==> config.mk <==
export PLATFORM = sky130hd
export DESIGN_NAME = scs_ctrl
export DESIGN_NICKNAME = d
export VERILOG_FILES = /design/src/hdl/scs_pkg.sv /design/src/hdl/scs_ctrl.sv
export SDC_FILE = /design/constraint.sdc
export NUM_CORES = 1
export LEC_CHECK = 0
export BUFFER_PORTS_ARGS = -buffer_cell sky130_fd_sc_hd__buf_2
export CORE_ASPECT_RATIO = 1.4
export CORE_MARGIN = 10
export CORE_UTILIZATION = 47
export CTS_BUF_LIST = sky130_fd_sc_hd__clkbuf_8
export DETAILED_ROUTE_END_ITERATION = 6
export GPL_TIMING_DRIVEN = 1
export PLACE_DENSITY = 0.67
export SETUP_SLACK_MARGIN = 0.2
export SYNTH_ARGS = -nofsm -noshare
export SYNTH_HDL_FRONTEND = slang
export SYNTH_SLANG_ARGS = --single-unit
==> constraint.sdc <==
create_clock -name clk -period 8 [get_ports clk]
set_input_delay 1.2 -clock clk [delete_from_list [all_inputs] [get_ports clk]]
set_output_delay 1.2 -clock clk [all_outputs]
set_load 0.005 [all_outputs]
==> src/hdl/scs_pkg.sv <==
// ----------------------------------------------------------------------------
// scs_pkg: shared types, constants and functions for the sphere center solver
// Sizes of the stores, command and status bundles, saturating helpers.
// ----------------------------------------------------------------------------
package scs_pkg;

	localparam int MAX_DIM   = 16;
	localparam int ROW_LEN   = MAX_DIM + 1;
	localparam int DEPTH     = (MAX_DIM + 1) * MAX_DIM;
	localparam int AW        = $clog2(DEPTH);
	localparam int IDX_W     = $clog2(MAX_DIM + 2);
	localparam int DIM_W     = 5;
	localparam int COORD_W   = 24;
	localparam int VAL_W     = 64;
	localparam int DIV_STEPS = 88;
	localparam int COEF_SHIFT = 17;
	localparam int RHS_SHIFT  = 8;
	localparam int FRAC_BITS  = 24;

	localparam logic [VAL_W-1:0] S_MAX = {1'b0, {(VAL_W-1){1'b1}}};
	localparam logic [VAL_W-1:0] S_MIN = {1'b1, {(VAL_W-1){1'b0}}};

	// matrix write data source
	typedef enum logic [2:0] {
		WSEL_COEF,
		WSEL_RHS,
		WSEL_RD_A,
		WSEL_RD_B,
		WSEL_SUB,
		WSEL_ACC
	} wsel_t;

	// operand sources of the shared arithmetic units
	typedef enum logic {
		SRC_ELIM,
		SRC_BACK
	} src_t;

	typedef struct packed {
		logic             ps_we;
		logic [AW-1:0]    ps_waddr;
		logic             ps_re;
		logic [AW-1:0]    ps_raddr;
		logic             b_cap;
		logic             bld_diff;
		logic             bld_mul;
		logic             rhs_clr;
		logic             rhs_acc;
		logic             mat_re;
		logic [AW-1:0]    mat_raddr_a;
		logic [AW-1:0]    mat_raddr_b;
		logic             mat_we;
		logic [AW-1:0]    mat_waddr;
		wsel_t            mat_wsel;
		logic             div_start;
		src_t             div_src;
		logic             mul_start;
		src_t             mul_src;
		logic             acc_load;
		logic             acc_sub;
		logic             acc_div;
		logic             acc_zero;
		logic             out_load;
		logic             out_last;
		logic             out_sing;
	} scs_cmd_t;

	typedef struct packed {
		logic rd_a_zero;
		logic mul_done;
		logic div_done;
	} scs_sts_t;

	function automatic logic [VAL_W-1:0] mag64(input logic [VAL_W-1:0] v);
		return v[VAL_W-1] ? (~v + 1'b1) : v;
	endfunction

	// clamp a magnitude with sign into the signed 64-bit range
	function automatic logic [VAL_W-1:0] sat64(input logic [VAL_W-1:0] mag,
		input logic neg, input logic ovf);
		logic [VAL_W-1:0] r;
		if (neg) begin
			if (ovf || mag > S_MIN) r = S_MIN;
			else r = ~mag + 1'b1;
		end else begin
			if (ovf || mag > S_MAX) r = S_MAX;
			else r = mag;
		end
		return r;
	endfunction

	function automatic logic [VAL_W-1:0] sat_sub64(input logic [VAL_W-1:0] a,
		input logic [VAL_W-1:0] b);
		logic [VAL_W-1:0] r;
		r = a - b;
		if ((a[VAL_W-1] != b[VAL_W-1]) && (r[VAL_W-1] != a[VAL_W-1]))
			r = a[VAL_W-1] ? S_MIN : S_MAX;
		return r;
	endfunction

	function automatic logic [AW-1:0] mat_addr(input logic [IDX_W-1:0] r,
		input logic [IDX_W-1:0] c);
		return AW'(32'(r) * ROW_LEN + 32'(c));
	endfunction

endpackage

==> src/hdl/scs_ctrl.sv <==
// ----------------------------------------------------------------------------
// scs_ctrl: sequencer of the sphere center solver
// Load, build, eliminate with pivot search, back substitute, emit results.
// ----------------------------------------------------------------------------
module scs_ctrl import scs_pkg::*; (
	input  logic             clk,
	input  logic             arst_n,
	input  logic             cfg_we,
	input  logic [DIM_W-1:0] cfg_wdata,
	input  logic             in_valid,
	output logic             in_ready,
	output logic             out_valid,
	input  logic             out_ready,
	output scs_cmd_t         cmd,
	input  scs_sts_t         sts
);

	typedef enum logic [5:0] {
		ST_LOAD,
		ST_B_RDB, ST_B_RDA, ST_B_DIF, ST_B_MUL, ST_B_ACC, ST_B_RHS,
		ST_P_RD, ST_P_CHK,
		ST_S_RD, ST_S_WI, ST_S_WJ,
		ST_R_CHK, ST_R_RD, ST_R_DIV, ST_R_DWT,
		ST_C_RD, ST_C_MUL, ST_C_MWT, ST_C_WR,
		ST_K_LD, ST_K_ACC, ST_K_CHK, ST_K_RD, ST_K_MUL, ST_K_MWT, ST_K_SUB,
		ST_K_DRD, ST_K_DCK, ST_K_DWT, ST_K_WR,
		ST_O_RD, ST_O_LD, ST_O_WT
	} state_t;

	state_t           state_q;
	logic [DIM_W-1:0] dim_q;
	logic [AW-1:0]    load_cnt_q;
	logic [AW-1:0]    pa_q;
	logic [IDX_W-1:0] i_q;
	logic [IDX_W-1:0] j_q;
	logic [IDX_W-1:0] k_q;
	logic [IDX_W-1:0] c_q;
	logic             sing_q;
	logic             out_valid_q;

	logic [IDX_W-1:0] n;
	logic [IDX_W-1:0] n_m1;
	logic [AW-1:0]    total_m1;
	logic [AW-1:0]    nn;

	// effective dimension and load geometry
	always_comb begin
		if (dim_q == '0) n = IDX_W'(1);
		else if (32'(dim_q) > MAX_DIM) n = IDX_W'(MAX_DIM);
		else n = IDX_W'(dim_q);
		n_m1     = n - 1'b1;
		total_m1 = AW'((32'(n) + 1) * 32'(n) - 1);
		nn       = AW'(32'(n) * 32'(n));
	end

	assign in_ready  = (state_q == ST_LOAD);
	assign out_valid = out_valid_q;

	// decode commands from state and counters
	always_comb begin
		cmd             = '0;
		cmd.mat_wsel    = WSEL_ACC;
		cmd.div_src     = SRC_ELIM;
		cmd.mul_src     = SRC_ELIM;
		cmd.ps_waddr    = load_cnt_q;
		cmd.out_last    = (i_q == n_m1);
		cmd.out_sing    = sing_q;
		case (state_q)
			ST_LOAD: begin
				cmd.ps_we   = in_valid;
				cmd.rhs_clr = 1'b1;
			end
			ST_B_RDB: begin
				cmd.ps_re    = 1'b1;
				cmd.ps_raddr = nn + AW'(j_q);
			end
			ST_B_RDA: begin
				cmd.b_cap    = 1'b1;
				cmd.ps_re    = 1'b1;
				cmd.ps_raddr = pa_q;
			end
			ST_B_DIF: cmd.bld_diff = 1'b1;
			ST_B_MUL: begin
				cmd.mat_we    = 1'b1;
				cmd.mat_waddr = mat_addr(i_q, j_q);
				cmd.mat_wsel  = WSEL_COEF;
				cmd.bld_mul   = 1'b1;
			end
			ST_B_ACC: cmd.rhs_acc = 1'b1;
			ST_B_RHS: begin
				cmd.mat_we    = 1'b1;
				cmd.mat_waddr = mat_addr(i_q, n);
				cmd.mat_wsel  = WSEL_RHS;
				cmd.rhs_clr   = 1'b1;
			end
			ST_P_RD: begin
				cmd.mat_re      = 1'b1;
				cmd.mat_raddr_a = mat_addr(j_q, i_q);
			end
			ST_S_RD: begin
				cmd.mat_re      = 1'b1;
				cmd.mat_raddr_a = mat_addr(i_q, c_q);
				cmd.mat_raddr_b = mat_addr(j_q, c_q);
			end
			ST_S_WI: begin
				cmd.mat_we    = 1'b1;
				cmd.mat_waddr = mat_addr(i_q, c_q);
				cmd.mat_wsel  = WSEL_RD_B;
			end
			ST_S_WJ: begin
				cmd.mat_we    = 1'b1;
				cmd.mat_waddr = mat_addr(j_q, c_q);
				cmd.mat_wsel  = WSEL_RD_A;
			end
			ST_R_RD: begin
				cmd.mat_re      = 1'b1;
				cmd.mat_raddr_a = mat_addr(k_q, i_q);
				cmd.mat_raddr_b = mat_addr(i_q, i_q);
			end
			ST_R_DIV: cmd.div_start = 1'b1;
			ST_C_RD: begin
				cmd.mat_re      = 1'b1;
				cmd.mat_raddr_a = mat_addr(k_q, c_q);
				cmd.mat_raddr_b = mat_addr(i_q, c_q);
			end
			ST_C_MUL: cmd.mul_start = 1'b1;
			ST_C_WR: begin
				cmd.mat_we    = 1'b1;
				cmd.mat_waddr = mat_addr(k_q, c_q);
				cmd.mat_wsel  = WSEL_SUB;
			end
			ST_K_LD: begin
				cmd.mat_re      = 1'b1;
				cmd.mat_raddr_a = mat_addr(i_q, n);
			end
			ST_K_ACC: cmd.acc_load = 1'b1;
			ST_K_RD: begin
				cmd.mat_re      = 1'b1;
				cmd.mat_raddr_a = mat_addr(i_q, j_q);
				cmd.mat_raddr_b = mat_addr(j_q, n);
			end
			ST_K_MUL: begin
				cmd.mul_start = 1'b1;
				cmd.mul_src   = SRC_BACK;
			end
			ST_K_SUB: cmd.acc_sub = 1'b1;
			ST_K_DRD: begin
				cmd.mat_re      = 1'b1;
				cmd.mat_raddr_a = mat_addr(i_q, i_q);
			end
			ST_K_DCK: begin
				cmd.acc_zero  = sts.rd_a_zero;
				cmd.div_start = !sts.rd_a_zero;
				cmd.div_src   = SRC_BACK;
			end
			ST_K_DWT: begin
				cmd.div_src = SRC_BACK;
				cmd.acc_div = sts.div_done;
			end
			ST_K_WR: begin
				cmd.mat_we    = 1'b1;
				cmd.mat_waddr = mat_addr(i_q, n);
				cmd.mat_wsel  = WSEL_ACC;
			end
			ST_O_RD: begin
				cmd.mat_re      = 1'b1;
				cmd.mat_raddr_a = mat_addr(i_q, n);
			end
			ST_O_LD: cmd.out_load = 1'b1;
			default: cmd.rhs_clr = 1'b0;
		endcase
	end

	// hold state, loop counters and registered flags
	always_ff @(posedge clk or negedge arst_n) begin
		if (!arst_n) begin
			state_q     <= ST_LOAD;
			dim_q       <= DIM_W'(1);
			load_cnt_q  <= '0;
			pa_q        <= '0;
			i_q         <= '0;
			j_q         <= '0;
			k_q         <= '0;
			c_q         <= '0;
			sing_q      <= 1'b0;
			out_valid_q <= 1'b0;
		end else begin
			case (state_q)
				ST_LOAD: begin
					if (in_valid) begin
						if (load_cnt_q >= total_m1) begin
							load_cnt_q <= '0;
							i_q        <= '0;
							j_q        <= '0;
							pa_q       <= '0;
							sing_q     <= 1'b0;
							state_q    <= ST_B_RDB;
						end else begin
							load_cnt_q <= load_cnt_q + 1'b1;
						end
					end
				end
				ST_B_RDB: state_q <= ST_B_RDA;
				ST_B_RDA: state_q <= ST_B_DIF;
				ST_B_DIF: state_q <= ST_B_MUL;
				ST_B_MUL: state_q <= ST_B_ACC;
				ST_B_ACC: begin
					pa_q <= pa_q + 1'b1;
					if (j_q == n_m1) begin
						state_q <= ST_B_RHS;
					end else begin
						j_q     <= j_q + 1'b1;
						state_q <= ST_B_RDB;
					end
				end
				ST_B_RHS: begin
					j_q <= '0;
					if (i_q == n_m1) begin
						i_q     <= '0;
						state_q <= ST_P_RD;
					end else begin
						i_q     <= i_q + 1'b1;
						state_q <= ST_B_RDB;
					end
				end
				// pivot search down the column
				ST_P_RD: state_q <= ST_P_CHK;
				ST_P_CHK: begin
					if (!sts.rd_a_zero) begin
						c_q     <= '0;
						state_q <= ST_S_RD;
					end else if (j_q == n_m1) begin
						sing_q <= 1'b1;
						if (i_q == n_m1) begin
							state_q <= ST_K_LD;
						end else begin
							i_q     <= i_q + 1'b1;
							j_q     <= i_q + 1'b1;
							state_q <= ST_P_RD;
						end
					end else begin
						j_q     <= j_q + 1'b1;
						state_q <= ST_P_RD;
					end
				end
				// swap pivot row up
				ST_S_RD: state_q <= ST_S_WI;
				ST_S_WI: state_q <= ST_S_WJ;
				ST_S_WJ: begin
					if (c_q == n) begin
						k_q     <= i_q + 1'b1;
						state_q <= ST_R_CHK;
					end else begin
						c_q     <= c_q + 1'b1;
						state_q <= ST_S_RD;
					end
				end
				ST_R_CHK: begin
					if (k_q == n) begin
						if (i_q == n_m1) begin
							state_q <= ST_K_LD;
						end else begin
							i_q     <= i_q + 1'b1;
							j_q     <= i_q + 1'b1;
							state_q <= ST_P_RD;
						end
					end else begin
						state_q <= ST_R_RD;
					end
				end
				ST_R_RD:  state_q <= ST_R_DIV;
				ST_R_DIV: state_q <= ST_R_DWT;
				ST_R_DWT: begin
					if (sts.div_done) begin
						c_q     <= i_q;
						state_q <= ST_C_RD;
					end
				end
				ST_C_RD:  state_q <= ST_C_MUL;
				ST_C_MUL: state_q <= ST_C_MWT;
				ST_C_MWT: if (sts.mul_done) state_q <= ST_C_WR;
				ST_C_WR: begin
					if (c_q == n) begin
						k_q     <= k_q + 1'b1;
						state_q <= ST_R_CHK;
					end else begin
						c_q     <= c_q + 1'b1;
						state_q <= ST_C_RD;
					end
				end
				// back substitution, last row first
				ST_K_LD: state_q <= ST_K_ACC;
				ST_K_ACC: begin
					j_q     <= i_q + 1'b1;
					state_q <= ST_K_CHK;
				end
				ST_K_CHK: state_q <= (j_q == n) ? ST_K_DRD : ST_K_RD;
				ST_K_RD:  state_q <= ST_K_MUL;
				ST_K_MUL: state_q <= ST_K_MWT;
				ST_K_MWT: if (sts.mul_done) state_q <= ST_K_SUB;
				ST_K_SUB: begin
					j_q     <= j_q + 1'b1;
					state_q <= ST_K_CHK;
				end
				ST_K_DRD: state_q <= ST_K_DCK;
				ST_K_DCK: begin
					if (sts.rd_a_zero) begin
						sing_q  <= 1'b1;
						state_q <= ST_K_WR;
					end else begin
						state_q <= ST_K_DWT;
					end
				end
				ST_K_DWT: if (sts.div_done) state_q <= ST_K_WR;
				ST_K_WR: begin
					if (i_q == '0) begin
						state_q <= ST_O_RD;
					end else begin
						i_q     <= i_q - 1'b1;
						state_q <= ST_K_LD;
					end
				end
				// emit one word per center coordinate
				ST_O_RD: state_q <= ST_O_LD;
				ST_O_LD: begin
					out_valid_q <= 1'b1;
					state_q     <= ST_O_WT;
				end
				ST_O_WT: begin
					if (out_ready) begin
						out_valid_q <= 1'b0;
						if (i_q == n_m1) begin
							state_q <= ST_LOAD;
						end else begin
							i_q     <= i_q + 1'b1;
							state_q <= ST_O_RD;
						end
					end
				end
				default: state_q <= ST_LOAD;
			endcase
			if (cfg_we) begin
				dim_q      <= cfg_wdata;
				load_cnt_q <= '0;
			end
		end
	end

`ifndef ASSERT_OFF
	a_no_overlap: assert property (@(posedge clk) disable iff (!arst_n)
		!(in_ready && out_valid))
		else $error("input taken while a result word is pending");

	a_last_back_to_load: assert property (@(posedge clk) disable iff (!arst_n)
		(out_valid && out_ready && (i_q == n_m1)) |=> in_ready)
		else $error("no return to loading after the final word");

	a_cfg_clears_load: assert property (@(posedge clk) disable iff (!arst_n)
		cfg_we |=> (load_cnt_q == '0))
		else $error("dimension write did not drop the partial load");
`endif

endmodule
==> flow_summary.toml <==
[synth]
ys_async_sr_fraction_pct = 100
ys_ff_latch = 51
synth.distinct_cells = 95
synth_warnings = 0
ys_seq_area_share_pct = 14.7
ys.flop_type = "dfrtp_1"
netlist_area_sq_mm = 0.00869
synth_edf_count = 0
synthCells = 1123
synth_area_per_cell_sq_um = 7.74

[worst_setup_path]
critical_path_buf_inv_count = 4
critPathRequiredTime_ns = 8.23
reg2reg_to = "state_q[4]"
worstSetupPathType = "reg -> reg"
critPathCaptureType = "register"
critPathArrivalTime_ns = 6.92
slowest_delay_ns = 0.53
start_kind = "register"
reg2reg_from = "dim_q[1]"
critical-path-top-delay-family = "adder cells"
reg2reg_depth = 25
critical_path.max_fanout = 9
slowest_stage = "dfrtp_1"
ff2ff_setup_slack_ns = 1.31

[timing]
post-route-period-util_pct = 83.7
min_period_ns = 6.69
tightest_slew_ns = 1.19
finClkSkew_ns = 0.0131
whs_ns = 0.485
final_max_slew_viol_count = 0
finalSetupViolations = 0
finalSetupTns_ns = 0
fmax_ghz = 0.149
finalWorstSetupSlack_ns = 1.31
slew_headroom_pct = 20.1
rsz0062_at_grt = "no"
hold_viol = 0

[finish]
diodes = 0
drive_gt1_share_pct = 12.2
nNetsFinal = 1312
instances_no_fill = 1416
final_cell_mix = "122 x nand2_1, 103 x nor2_1, 94 x ha_1"
layout_commonest_cell = "nand2_1"
area_growth_pct = 7.54

[grt]
grt_util_met3_pct = 2.50
use_met1_pct = 27.4
grtUsageTotal_pct = 23.9
top_usage_layer = "met2"
grt_pass1_vias = 8609
grt_use_met2_pct = 41.1
grt_pass1_wl_um = 47300
overflow = 0
antenna_found_initial = 0
grt_max_degree = 52

[power]
vdd_drop_max_v = 0.000134
p_per_area_mw_per_mm2 = 180
internal-power_uw = 795
p_leak_uw = 0.00447
p_comb_share_pct = 66.9
clockPowerShare_pct = 10.5
finalPower_uw = 1680
pwr-share-seq_pct = 22.6
switching_share_pct = 52.7
p_switching_uw = 884

[worst_hold_path]
hold_end = "out_valid"
hold_class = "reg -> reg"
min_path_cells = 1
worstHoldStart = "out_valid"

[floorplanning]
die_h_um = 181
placementRows = 58
core_area_sq_mm = 0.0181
start_util_pct = 48.1
dieArea_sq_mm = 0.0244
die_w_um = 135
io_pins = 83

[clock_tree]
cts_setup_buffers = 0
cts_num_sinks = 51
clk_latency_ns = 0.34
path_clk_slew_ns = 0.12
root_buffer = "clkbuf_8"
postCtsHoldBufs = 0
cts_tree = "built"
cts_htree_levels = 2
cts_made_buffers = 5
cts_resized = 0
clock_path_buffers = 2

[placement]
place_inst = 1408
numPortBuffers = 82
gp_congestion = 1.00
hpwl_um = 23300
pre_cts_slack_ns = 1.38

[drt]
first_pass_iters = 5
vias = 8829
drcViolationCount = 0
antenna_left = 0
dr.first_iter.drc_count = 781
post_drt_wl_per_cell_um = 21.1
vias_per_cell = 6.24
wl_um = 29800

[outcome]
status = "completed"

[flow_run]
drv_cap = 0
sequential cells by signal, summed over array words and instances, names as in the netlist, 5 cells and up:
| name | cells |
|---|---|
| pa_q | 9 |
| dim_q | 5 |
| state_q | 6 |
| j_q | 5 |
| k_q | 5 |
| i_q | 5 |
| load_cnt_q | 9 |
| c_q | 5 |
power by group through the flow:
stage	sequential (uW)	combinational, uW	clock, uW
floorplan	329	843	0
global placement	381	1100	0
detailed placement	382	1110	0
CTS	377	1120	179
global route	390	1260	189
finish	379	1120	176
stage by stage:
step / utilization [%] / instance area, sq um
final: 51.7 / 9350
after global routing: 51.7 / 9350
after CTS: 51.7 / 9350
after detailed placement: 51.2 / 9250
after global placement: 51.2 / 9250
after floorplan: - / 8710
cell type report:
class | instances | area (sq um)
multi-input combinational | 943 | 6880
timing repair buffer | 90 | 470
tap | 240 | 300
sequential | 51 | 1280
inverter | 84 | 325
clock inverter | 3 | 28.8
clock buffer | 5 | 68.8
fill | 1795 | 8720
how the worst max path moves through the flow:
stage,startpoint,end,cells after the start
2_1_floorplan,dim_q[4],state_q[4],27
3_3_place_gp,dim_q[1],state_q[4],25
3_5_place_dp,dim_q[1],state_q[4],25
4_1_cts,dim_q[1],state_q[4],25
5_1_grt,dim_q[1],state_q[4],25
6_report,dim_q[1],state_q[4],25
routing by layer:
layer / up-vias / share of wire (%)
met3: 112 / 6.9
met4: 0 / 6.7
met2: 478 / 49
li1: 4110 / -
met1: 4129 / 37
met5: - / 0
logic make-up after synthesis:
kind of cell             share of synthesized area (%)
AND/OR/NAND/NOR                                   20.9
AO/OA/AOI/OAI                                     27.3
buffers and inverters                             6.40
adder cells (fa/ha/maj)                           20.4
XOR/XNOR                                          9.01
flip-flops                                        14.7
multiplexers                                      1.21
other                                           0.0864
cells in the mapped netlist, drive strengths merged, types with 4 or more instances:
master | n | area, sq um
buf | 18 | 110
nor4b | 5 | 62.6
a221oi | 4 | 41.3
clkbuf | 32 | 121
a211oi | 6 | 57.6
o21ai | 87 | 450
nand4 | 5 | 31.3
nor4 | 6 | 37.5
o2111ai | 10 | 111
nor3 | 15 | 91.3
a22oi | 33 | 267
mux2 | 4 | 45.0
dfrtp | 50 | 1250
mux2i | 6 | 60.1
nor2b | 21 | 131
a22o | 16 | 140
a21o | 27 | 204
a21oi | 65 | 333
clkinv | 4 | 20.0
ha | 94 | 1180
nand3 | 38 | 190
nor2 | 107 | 417
o221ai | 8 | 70.1
o31ai | 6 | 45.0
fa | 30 | 601
o21bai | 9 | 67.6
o211ai | 16 | 125
and2 | 7 | 43.8
xor2 | 34 | 298
or2 | 4 | 25.0
o22ai | 15 | 93.8
inv | 80 | 305
a31oi | 9 | 62.6
a2bb2oi | 4 | 41.3
and3 | 14 | 87.6
nand2 | 123 | 478
xnor2 | 52 | 463
nand2b | 17 | 109
Power figures use the tool's default switching activity.
